===== src/rtl/assert_macros.svh =====
// assertion macros included by the tokenizer rtl
`ifndef ASSERT_MACROS_SVH
`define ASSERT_MACROS_SVH

// same-cycle implication, checked outside reset
`define ASSERT_IMP(name, clk, rst, ante, cons) \
   name: assert property (@(posedge clk) disable iff (rst) (ante) |-> (cons)) \
      else $error("assertion failed");

// next-cycle implication, checked outside reset
`define ASSERT_NEXT(name, clk, rst, ante, cons) \
   name: assert property (@(posedge clk) disable iff (rst) (ante) |=> (cons)) \
      else $error("assertion failed");

`endif


===== src/rtl/cbt_pkg.sv =====
// types and constants of the byte tokenizer
package cbt_pkg;

   localparam int MAX_WORD_CHARS = 8;
   localparam int LINE_BITS      = 16;
   localparam int TEXT_BITS      = 8 * MAX_WORD_CHARS;
   localparam int LEN_BITS       = 8;
   localparam int QUEUE_DEPTH    = 4;
   localparam int QPTR_BITS      = $clog2(QUEUE_DEPTH);
   localparam int QCNT_BITS      = QPTR_BITS + 1;

   localparam logic [TEXT_BITS-1:0] KW_INT    = TEXT_BITS'(64'h0000_0000_0074_6e69);
   localparam logic [TEXT_BITS-1:0] KW_RETURN = TEXT_BITS'(64'h0000_6e72_7574_6572);

   localparam logic [7:0] CH_NEWLINE = 8'h0a;

   typedef enum logic [1:0] {
      MODE_IDLE   = 2'd0,
      MODE_IDENT  = 2'd1,
      MODE_NUMBER = 2'd2
   } mode_type;

   typedef enum logic [3:0] {
      TOK_EOF     = 4'd0,
      TOK_INT     = 4'd1,
      TOK_RETURN  = 4'd2,
      TOK_IDENT   = 4'd3,
      TOK_NUMBER  = 4'd4,
      TOK_PLUS    = 4'd5,
      TOK_MINUS   = 4'd6,
      TOK_STAR    = 4'd7,
      TOK_SLASH   = 4'd8,
      TOK_ASSIGN  = 4'd9,
      TOK_SEMI    = 4'd10,
      TOK_LPAREN  = 4'd11,
      TOK_RPAREN  = 4'd12,
      TOK_LBRACE  = 4'd13,
      TOK_RBRACE  = 4'd14,
      TOK_UNKNOWN = 4'd15
   } kind_type;

   typedef struct packed {
      kind_type               kind;
      logic [LINE_BITS-1:0]   start_line;
      logic [TEXT_BITS-1:0]   text;
      logic [LEN_BITS-1:0]    text_length;
      logic                   truncated;
      logic                   last;
   } token_type;

   function automatic logic is_letter(input logic [7:0] c);
      return (c >= "a" && c <= "z") || (c >= "A" && c <= "Z") || c == "_";
   endfunction

   function automatic logic is_digit(input logic [7:0] c);
      return c >= "0" && c <= "9";
   endfunction

   function automatic logic is_space(input logic [7:0] c);
      return c == " " || (c >= 8'd9 && c <= 8'd13);
   endfunction

   function automatic kind_type op_kind(input logic [7:0] c);
      kind_type k;
      case (c)
         "+":     k = TOK_PLUS;
         "-":     k = TOK_MINUS;
         "*":     k = TOK_STAR;
         "/":     k = TOK_SLASH;
         "=":     k = TOK_ASSIGN;
         ";":     k = TOK_SEMI;
         "(":     k = TOK_LPAREN;
         ")":     k = TOK_RPAREN;
         "{":     k = TOK_LBRACE;
         "}":     k = TOK_RBRACE;
         default: k = TOK_UNKNOWN;
      endcase
      return k;
   endfunction

endpackage


===== src/rtl/c_subset_byte_tokenizer.sv =====
// byte-serial tokenizer for a small c subset
// a token enters the queue as its beat is accepted; rsp presents the queue head
// one byte beat per cycle while req_tready is high; a beat yields up to two tokens
// a four-entry token queue sets the pace: req_tready is high while it holds two or fewer
// reset: synchronous, active high; scanner idle, line count one, token queue emptied
`include "assert_macros.svh"

module c_subset_byte_tokenizer (
   input  logic        clock,
   input  logic        reset,
   // source byte channel
   input  logic        req_tvalid,
   output logic        req_tready,
   input  logic [7:0]  req_tdata,   // [7:0] byte_in
   input  logic        req_tuser,   // [0] end_in
   // token channel
   output logic        rsp_tvalid,
   input  logic        rsp_tready,
   output logic [95:0] rsp_tdata,   // [3:0] kind, [19:4] start_line, [83:20] text,
                                    // [91:84] text_length, [92] truncated, [95:93] zero
   output logic        rsp_tlast    // last token caused by the source beat
);
   import cbt_pkg::*;

   localparam logic [LINE_BITS-1:0] LINE_ONE = LINE_BITS'(1);
   localparam logic [LINE_BITS-1:0] LINE_MAX = '1;

   // scanner state
   mode_type               mode_ff,  mode_in;
   logic [TEXT_BITS-1:0]   buf_ff,   buf_in;
   logic [LEN_BITS-1:0]    len_ff,   len_in;
   logic [LINE_BITS-1:0]   line_ff,  line_in;
   logic [LINE_BITS-1:0]   wline_ff, wline_in;

   // token queue between scanner and rsp side
   token_type              q_ff [QUEUE_DEPTH];
   logic [QPTR_BITS-1:0]   head_ff,  head_in;
   logic [QCNT_BITS-1:0]   count_ff, count_in;
   logic [QPTR_BITS-1:0]   tail;

   logic                   req_accept;
   logic                   rsp_accept;
   logic [7:0]             ch;
   logic                   end_mark;
   token_type              tok_a, tok_b;   // up to two tokens per beat, in order
   token_type              word_tok;
   logic [1:0]             n_tok;
   token_type              head_tok;

   assign ch         = req_tdata;
   assign end_mark   = req_tuser;
   assign req_tready = (count_ff <= QCNT_BITS'(QUEUE_DEPTH - 2));
   assign req_accept = req_tvalid && req_tready;
   assign rsp_accept = rsp_tvalid && rsp_tready;

   // token for the pending word, built from the current state
   always_comb begin
      logic trunc;
      trunc               = (len_ff > LEN_BITS'(MAX_WORD_CHARS));
      word_tok            = '0;
      word_tok.start_line = wline_ff;
      word_tok.text       = buf_ff;
      word_tok.text_length = len_ff;
      word_tok.truncated  = trunc;
      if (mode_ff == MODE_IDENT) begin
         if (!trunc && len_ff == LEN_BITS'(3) && buf_ff == KW_INT) begin
            word_tok.kind = TOK_INT;
         end else if (!trunc && len_ff == LEN_BITS'(6) && buf_ff == KW_RETURN) begin
            word_tok.kind = TOK_RETURN;
         end else begin
            word_tok.kind = TOK_IDENT;
         end
      end else begin
         word_tok.kind = TOK_NUMBER;
      end
   end

   // scanner: next state and the tokens of the accepted beat
   always_comb begin
      token_type op_tok;
      logic      extend;
      logic      flush;
      mode_in  = mode_ff;
      buf_in   = buf_ff;
      len_in   = len_ff;
      line_in  = line_ff;
      wline_in = wline_ff;
      tok_a    = '0;
      tok_b    = '0;
      n_tok    = 2'd0;
      op_tok   = '0;
      op_tok.start_line = line_ff;
      extend   = ((mode_ff == MODE_IDENT) && (is_letter(ch) || is_digit(ch)))
              || ((mode_ff == MODE_NUMBER) && is_digit(ch));
      flush    = (mode_ff != MODE_IDLE);

      if (req_accept) begin
         if (end_mark) begin
            // flush the pending word, then the end token; back to reset state
            op_tok.kind = TOK_EOF;
            if (flush) begin
               tok_a = word_tok;
               tok_b = op_tok;
               n_tok = 2'd2;
            end else begin
               tok_a = op_tok;
               n_tok = 2'd1;
            end
            mode_in  = MODE_IDLE;
            buf_in   = '0;
            len_in   = '0;
            line_in  = LINE_ONE;
            wline_in = LINE_ONE;
         end else if (extend) begin
            // append to the word, keeping only the first characters
            for (int i = 0; i < MAX_WORD_CHARS; i++) begin
               if (len_ff == LEN_BITS'(i)) begin
                  buf_in[8*i +: 8] = ch;
               end
            end
            if (len_ff != '1) begin
               len_in = len_ff + LEN_BITS'(1);
            end
         end else begin
            if (flush) begin
               tok_a   = word_tok;
               n_tok   = 2'd1;
               mode_in = MODE_IDLE;
               buf_in  = '0;
               len_in  = '0;
            end
            if (is_space(ch)) begin
               if (ch == CH_NEWLINE && line_ff != LINE_MAX) begin
                  line_in = line_ff + LINE_ONE;
               end
            end else if (is_letter(ch) || is_digit(ch)) begin
               // the byte that ended a word may open the next one
               mode_in  = is_letter(ch) ? MODE_IDENT : MODE_NUMBER;
               buf_in   = TEXT_BITS'(ch);
               len_in   = LEN_BITS'(1);
               wline_in = line_ff;
            end else begin
               op_tok.kind = op_kind(ch);
               if (flush) begin
                  tok_b = op_tok;
                  n_tok = 2'd2;
               end else begin
                  tok_a = op_tok;
                  n_tok = 2'd1;
               end
            end
         end

         // mark the final token of this beat
         if (n_tok == 2'd2) begin
            tok_b.last = 1'b1;
         end else if (n_tok == 2'd1) begin
            tok_a.last = 1'b1;
         end
      end
   end

   // queue pointers
   assign tail = head_ff + count_ff[QPTR_BITS-1:0];

   always_comb begin
      head_in  = head_ff + QPTR_BITS'(rsp_accept);
      count_in = count_ff + QCNT_BITS'(n_tok) - QCNT_BITS'(rsp_accept);
   end

   always_ff @(posedge clock) begin
      if (reset) begin
         mode_ff  <= MODE_IDLE;
         buf_ff   <= '0;
         len_ff   <= '0;
         line_ff  <= LINE_ONE;
         wline_ff <= LINE_ONE;
         head_ff  <= '0;
         count_ff <= '0;
      end else begin
         mode_ff  <= mode_in;
         buf_ff   <= buf_in;
         len_ff   <= len_in;
         line_ff  <= line_in;
         wline_ff <= wline_in;
         head_ff  <= head_in;
         count_ff <= count_in;
      end
   end

   // token storage, no reset needed
   always_ff @(posedge clock) begin
      if (n_tok != 2'd0) begin
         q_ff[tail] <= tok_a;
      end
      if (n_tok == 2'd2) begin
         q_ff[tail + QPTR_BITS'(1)] <= tok_b;
      end
   end

   // rsp side presents the queue head
   assign head_tok   = q_ff[head_ff];
   assign rsp_tvalid = (count_ff != '0);
   assign rsp_tlast  = head_tok.last;
   assign rsp_tdata  = {3'b000, head_tok.truncated, head_tok.text_length, head_tok.text,
                        head_tok.start_line, head_tok.kind};

   // checks
   `ASSERT_IMP(a_queue_bound, clock, reset, 1'b1, count_ff <= QCNT_BITS'(QUEUE_DEPTH))
   `ASSERT_NEXT(a_end_restarts, clock, reset, req_accept && end_mark, mode_ff == MODE_IDLE && line_ff == LINE_ONE)
   `ASSERT_IMP(a_idle_no_word, clock, reset, mode_ff == MODE_IDLE, len_ff == '0 && buf_ff == '0)

endmodule


===== config.mk =====
export PLATFORM = sky130hd
export DESIGN_NAME = c_subset_byte_tokenizer
export DESIGN_NICKNAME = d
export VERILOG_FILES = /design/src/rtl/cbt_pkg.sv /design/src/rtl/c_subset_byte_tokenizer.sv
export VERILOG_INCLUDE_DIRS = /design/src /design/src/rtl
export SDC_FILE = /design/constraint.sdc
export NUM_CORES = 1
export LEC_CHECK = 0
export ABC_CLOCK_PERIOD_IN_PS = 4500
export BUFFER_PORTS_ARGS = -buffer_cell sky130_fd_sc_hd__buf_4
export CORE_MARGIN = 10
export CORE_UTILIZATION = 30
export DETAILED_ROUTE_END_ITERATION = 7
export HOLD_SLACK_MARGIN = 0.15
export PLACE_DENSITY = 0.47
export SLEW_MARGIN = 20
export SYNTH_ARGS = -nofsm -noshare
export SYNTH_HDL_FRONTEND = slang
export SYNTH_SLANG_ARGS = --single-unit

===== constraint.sdc =====
create_clock -name clock -period 4.5 [get_ports clock]
set_input_delay 0.225 -clock clock [delete_from_list [all_inputs] [get_ports clock]]
set_output_delay 0.225 -clock clock [all_outputs]
set_load 0.005 [all_outputs]

==> metrics.txt, run 1 <==
FILL cells 7,586; metal2 WL 40,690 um; Crit path max-delay family buffers and inverters; htree depth 2; cell area after synthesis 22,950 sq um; setup violators final 0; Worst Hold Margin 0.2543 ns; Psw 4623 uW; Bufs and invs on worst path 4; Sw Ratio 36.29%; DRC 0; Seq pwr share 37.5%; area grow syn2layout 14.07%; Crit-path slowest cell buf_4; Post-synth top flop dfxtp_1; clock network fraction of total power 35.1%; Mean Syn Cell Area 9.558 sq um; CP max stage delay 0.95 ns; die area 87,960 sq um; RSZ-0062 raised after global routing no; Logic pwr share 27.4%; Gate Count Post-Synth 2,401; Setup CP Type in -> reg; VDD IR max 0.3380 mV; fmax 256.3 MHz; first-pass GRT wire length 127,800 um; clk slew on worst S/H paths 0.06 ns; Ports 112; Hold Fails Final Rpt 0; Final HPWL DP 48,580 um; share of cells above drive strength 1 16.04%; largest net degree at the start of global routing 206; First DRT Iteration DRCs 2,157; #FFs+latches synth 487; met3 routed WL 5090 um; Final Wtd Congestion 0.8393; Worst-Margin Slew 1.092 ns; most common cell after layout, fill and taps aside dfxtp_1; max cap viols 0; Core Rows 101; Crit Path Max Fanout 205; Final Skew 0.02546 ns; final antenna-violating net count 0; Critical Path RT 5.04 ns; highest metal used met4; Internal 8115 uW; TritonCTS clock tree built; clk buf depth 3; via count 20,260; initial antenna violation count 0; DP Worst Slack 0.5997 ns; Worst setup SP type primary input; Final period util 86.70%; Antenna diodes 0; run status completed; setup TNS 0 ns; fraction of registers with async set/reset 0%; Ys Warns 0; worst relative slew slack 27.19%; CP arrival 4.44 ns; min-delay worst type in -> reg; Core ar. 75,820 sq um; min cycle time layout 3.901 ns; register area share after synthesis 46.15%; Final Slew Violations 0; clk sink count 487; drt pass-1 iters 6; Layout Nets 2,356; I/O Buffers 108; wl on met1 36,680 um; Post-synth EDFFs 84; Die X 296.6 um; leakage power 0.008499 uW; Pwr per Cell Area 486.6 nW/um^2; vias in the first global route 20,040; most used cell, CP buf_4; CTS root buf clkbuf_16; clk_lat worst skew 0.61 ns; die height 296.6 um; total CTS buffers 55; Distinct cells, synth 82; CP Capture Type flop; most frequent cells in the layout dfxtp_1, a21oi_1, o21ai_0; CP Cell Sequence dlygate4sd3_1 > buf_4 > or4_1 > a21o_1 > a211oi_4 > buf_12 > buf_4 > nand4_1 > a21oi_1; Final Worst Setup Slack 0.5987 ns; GRT Residual Overflow 0; Vias/cell 6.042; Post-Route WL 84,470 um; starting density of the core 30.27%; WL per Instance 25.19 um; GRT Total Usage 18.56%
-- synthesized netlist by cell type (16+ instances only) --
library cell  number  area, sq um
nor3_1            16        80.08
dfxtp_1          403         8068
a311oi_1          16        140.1
nand2b_1          24        150.1
buf_2             56        280.3
mux4_2            94         2117
nor2_1            52        195.2
and3_1            17        106.4
clkbuf_1         211        792.0
edfxtp_1          84         2522
o21ai_0          318         1592
a22o_1            93        814.5
buf_1             16        60.06
o22ai_1           18        112.6
nand4_1          307         1921
a21oi_1          354         1772
nand3_1           42        210.2
nand2_1           63        236.5
-- state kept, by name, summed over array words and instances, names as in the netlist --
signal,cells
line_ff,16
count_ff,3
head_ff,2
buf_ff,64
mode_ff,2
len_ff,8
q_ff,376
wline_ff,16
-- kinds of logic after synthesis --
family | count (synthesis) | share of synthesized area (%)
compound gates | 860 | 21.41
buf+inv | 308 | 5.556
mux | 99 | 9.449
xor+xnor | 20 | 0.8287
other cells | 1 | 0.01634
fa+ha+maj | 11 | 0.6325
simple gates | 615 | 15.96
flops | 487 | 46.15
-- power groups by stage --
stage	Clock, uW	Combinational (uW)	Sequential [uW]
2_1_floorplan	0	2040	4800
3_3_place_gp	0	3450	4870
3_5_place_dp	0	3470	4880
4_1_cts	4560	3480	4790
5_1_grt	4730	3670	4800
6_report	4470	3490	4780
-- worst paths after layout --
path           startpoint  depth (start not counted)  slack [ns]          end
max          req_tdata[4]                          9        0.60  q_ff[2][39]
min reg2reg   q_ff[1][29]                          2        0.47  q_ff[1][29]
max reg2reg   count_ff[1]                          7        1.05  q_ff[2][39]
min                 reset                          5        0.25    len_ff[4]
-- metrics by stage --
step,instance area [sq um],util [%],total power [uW],std cells
2_1_floorplan,22960,-,6840,2403
3_3_place_gp,24280,32.02,8319,3243
3_5_place_dp,24280,32.02,8353,3243
4_1_cts,26170,34.51,12820,3353
5_1_grt,26180,34.52,13200,3353
6_report,26180,34.52,12740,3353
-- worst reg2reg max path, cell delays in order, from the launching register on --
cell and delay (ns):
dfxtp_1 0.33, a21oi_1 0.32, nand2_1 0.23, a211oi_4 0.35
buf_12 0.71, buf_4 1.00, nand4_1 0.25, a21oi_1 0.21
-- layer usage --
layer | global-route usage, % | vias to the layer above
met5 | 0 | -
met1 | 24.88 | 10270
met2 | 30.64 | 777
met4 | 5.470 | 0
li1 | - | 9088
met3 | 2.656 | 124
-- final cells by class --
class	instances	area [sq um]	share of cell area (%)
multi-input cells	1608	11170	42.68
clock buffers	84	1635	6.247
repair buffers	167	1345	5.138
flip-flops and latches	487	10600	40.48
inverters	13	48.80	0.1864
clock inverters	16	155.1	0.5927
well taps	978	1224	4.674
-- timing repair --
action / CTS / global route
endpoints found under the hold margin: 54 / 0
hold buffers: 10 / 0
setup buffers: 0 / 0
gates resized for setup: 0 / 0
Note: power is estimated with default switching activity, not from simulation.
==> run 2: changes to the inputs <==
- CORE_UTILIZATION: 30 -> 25
- PLACE_DENSITY: 0.47 -> 0.41
==> run 2 against run 1 <==
Sequential share of layout area fell by 0.80 points. Fmax down 0.42%. Critical path depth stayed put. Worst hold slack improved by 0.14 ns. Core utilization is 5.3 points lower. Via count decreased by 0.29%. Largest power group is now the clock network.
==> metrics.txt, run 2 (synthesis results as in run 1) <==
run status completed; Die X 323.0 um; Ports 112; vias in the first global route 19,710; initial antenna violation count 2; VDD IR max 0.3715 mV; Final Wtd Congestion 0.8114; Bufs and invs on worst path 4; Largest regs q_ff: 376 flops, buf_ff: 64 flops; total CTS buffers 56; DRC 0; Final Worst Setup Slack 0.5824 ns; Hold Fails Final Rpt 0; Setup CP Type in -> reg; TritonCTS clock tree built; Overall Power 13,140 uW; R2R Setup Slk 0.87 ns; GRT Residual Overflow 0; clk sink count 487; Critical Path RT 5.02 ns; htree depth 2; Core ar. 91,390 sq um; Hold Crit Start req_tvalid; Worst Hold Margin 0.3893 ns; most common cell after layout, fill and taps aside dfxtp_1; Final HPWL DP 50,620 um; area grow syn2layout 16.37%; min-delay worst type in -> reg; worst flop-to-flop path startpoint count_ff[0]; setup TNS 0 ns; max reg flops 376; starting density of the core 25.11%; post-layout util 29.22%; Final period util 87.06%; setup violators final 0; most frequent cells in the layout dfxtp_1, a21oi_1, o21ai_0; CP Cell Sequence dlygate4sd3_1 > buf_4 > or4_1 > a21o_1 > a211oi_4 > buf_12 > buf_6 > nand4_1 > a21oi_1; leakage power 0.008605 uW; Final Skew 0.06576 ns; CTS root buf clkbuf_16; CP Capture Type flop; Worst-Margin Slew 1.050 ns; CP max stage delay 0.79 ns; Internal 8381 uW; post-cts gate resize count 0; final antenna-violating net count 0; largest net degree at the start of global routing 184; I/O Buffers 108; share of cells above drive strength 1 16.02%; clk slew on worst S/H paths 0.06 ns; die height 323.0 um; Worst R2R Path Depth 7; Crit path depth 9; DP Worst Slack 0.6100 ns; clk_lat worst skew 0.65 ns; Psw 4760 uW; fmax 255.3 MHz; Post-Route WL 87,760 um; clock network fraction of total power 36.6%; drt pass-1 iters 6; Seq pwr share 36.1%; GRT Total Usage 16.15%; Vias/cell 5.655; First DRT Iteration DRCs 1,871; Setup crit start req_tdata[4]; Final Slew Violations 0; max cap viols 0; Crit-path slowest cell buf_6; WHS Endpoint buf_ff[45]; Crit path max-delay family buffers and inverters; Setup Buffers After CTS 0; worst relative slew slack 29.77%; CP arrival 4.44 ns; min cycle time layout 3.918 ns; die area 104,300 sq um; Crit Path Max Fanout 183; Worst setup SP type primary input; via count 20,200; Hold Crit Depth 5; Core Rows 111; Sw Ratio 36.22%; first-pass GRT wire length 130,800 um; reg2reg end q_ff[2][2]; Reg with most FFs q_ff; clk buf depth 3; WL per Instance 24.57 um; Pwr per Cell Area 492.1 nW/um^2; RSZ-0062 raised after global routing no; Layout Nets 2,363; Logic pwr share 27.3%
[run 2: cell types whose count changed in the layout (fill, tap and decap cells not counted), moves of 4 or more]
cell / before / now
buf_4: 151 / 147
clkinv_1: 4 / 9
clkbuf_8: 15 / 10
clkinv_2: 7 / 3
bufinv_16: 2 / 7
buf_12: 5 / 11
[run 2: through the flow]
stage / cells / instance area, sq um
after global placement: 3455 / 24640
final: 3572 / 26700
after CTS: 3571 / 26690
after floorplan: 2403 / 22960
after detailed placement: 3455 / 24640
after global routing: 3572 / 26700
[run 2: worst max path at each step]
stage,slack [ns],endpoint
floorplan,1.12,count_ff[2]
global placement,0.58,q_ff[1][41]
detailed placement,0.61,q_ff[1][12]
CTS,0.71,q_ff[1][12]
global route,0.52,q_ff[3][58]
finish,0.58,q_ff[2][2]
[run 2: cell type report]
class | count | area (sq um)
multi-input combinational | 1608 | 11170
tap | 1186 | 1484
clock inverter | 22 | 322.8
clock buffer | 82 | 1599
antenna | 1 | 2.502
timing repair buffer | 173 | 1478
fill | 9496 | 64680
inverter | 13 | 48.80
sequential | 487 | 10600
[run 2: power groups by stage]
stage / registers [uW] / clock network, uW / logic (uW)
3_5_place_dp: 4840 / 0 / 3570
6_report: 4740 / 4810 / 3580
3_3_place_gp: 4830 / 0 / 3570
2_1_floorplan: 4800 / 0 / 2040
5_1_grt: 4760 / 5110 / 3790
4_1_cts: 4750 / 4940 / 3590
[run 2: worst register-to-register path: stages, from the launching register on]
cell	delay [ns]
dfxtp_1	0.35
a21oi_1	0.37
nand2_1	0.27
a211oi_4	0.38
buf_12	0.60
buf_6	1.04
nand4_1	0.29
a21oi_1	0.21
[run 2: metal layers]
metal	global-route usage (%)	part of all wire [%]	wire length, um
met1	21.67	44	38350
met5	0	0.015	13
met4	4.384	2.3	1989
met3	2.318	5.8	5083
met2	26.82	48	42330
[run 2: timing repair]
| action | 4_1_cts | 5_1_grt |
|---|---|---|
| hold buffers | 12 | 0 |
| setup endpoints to repair | 0 | 0 |
| hold endpoints to repair | 60 | 0 |
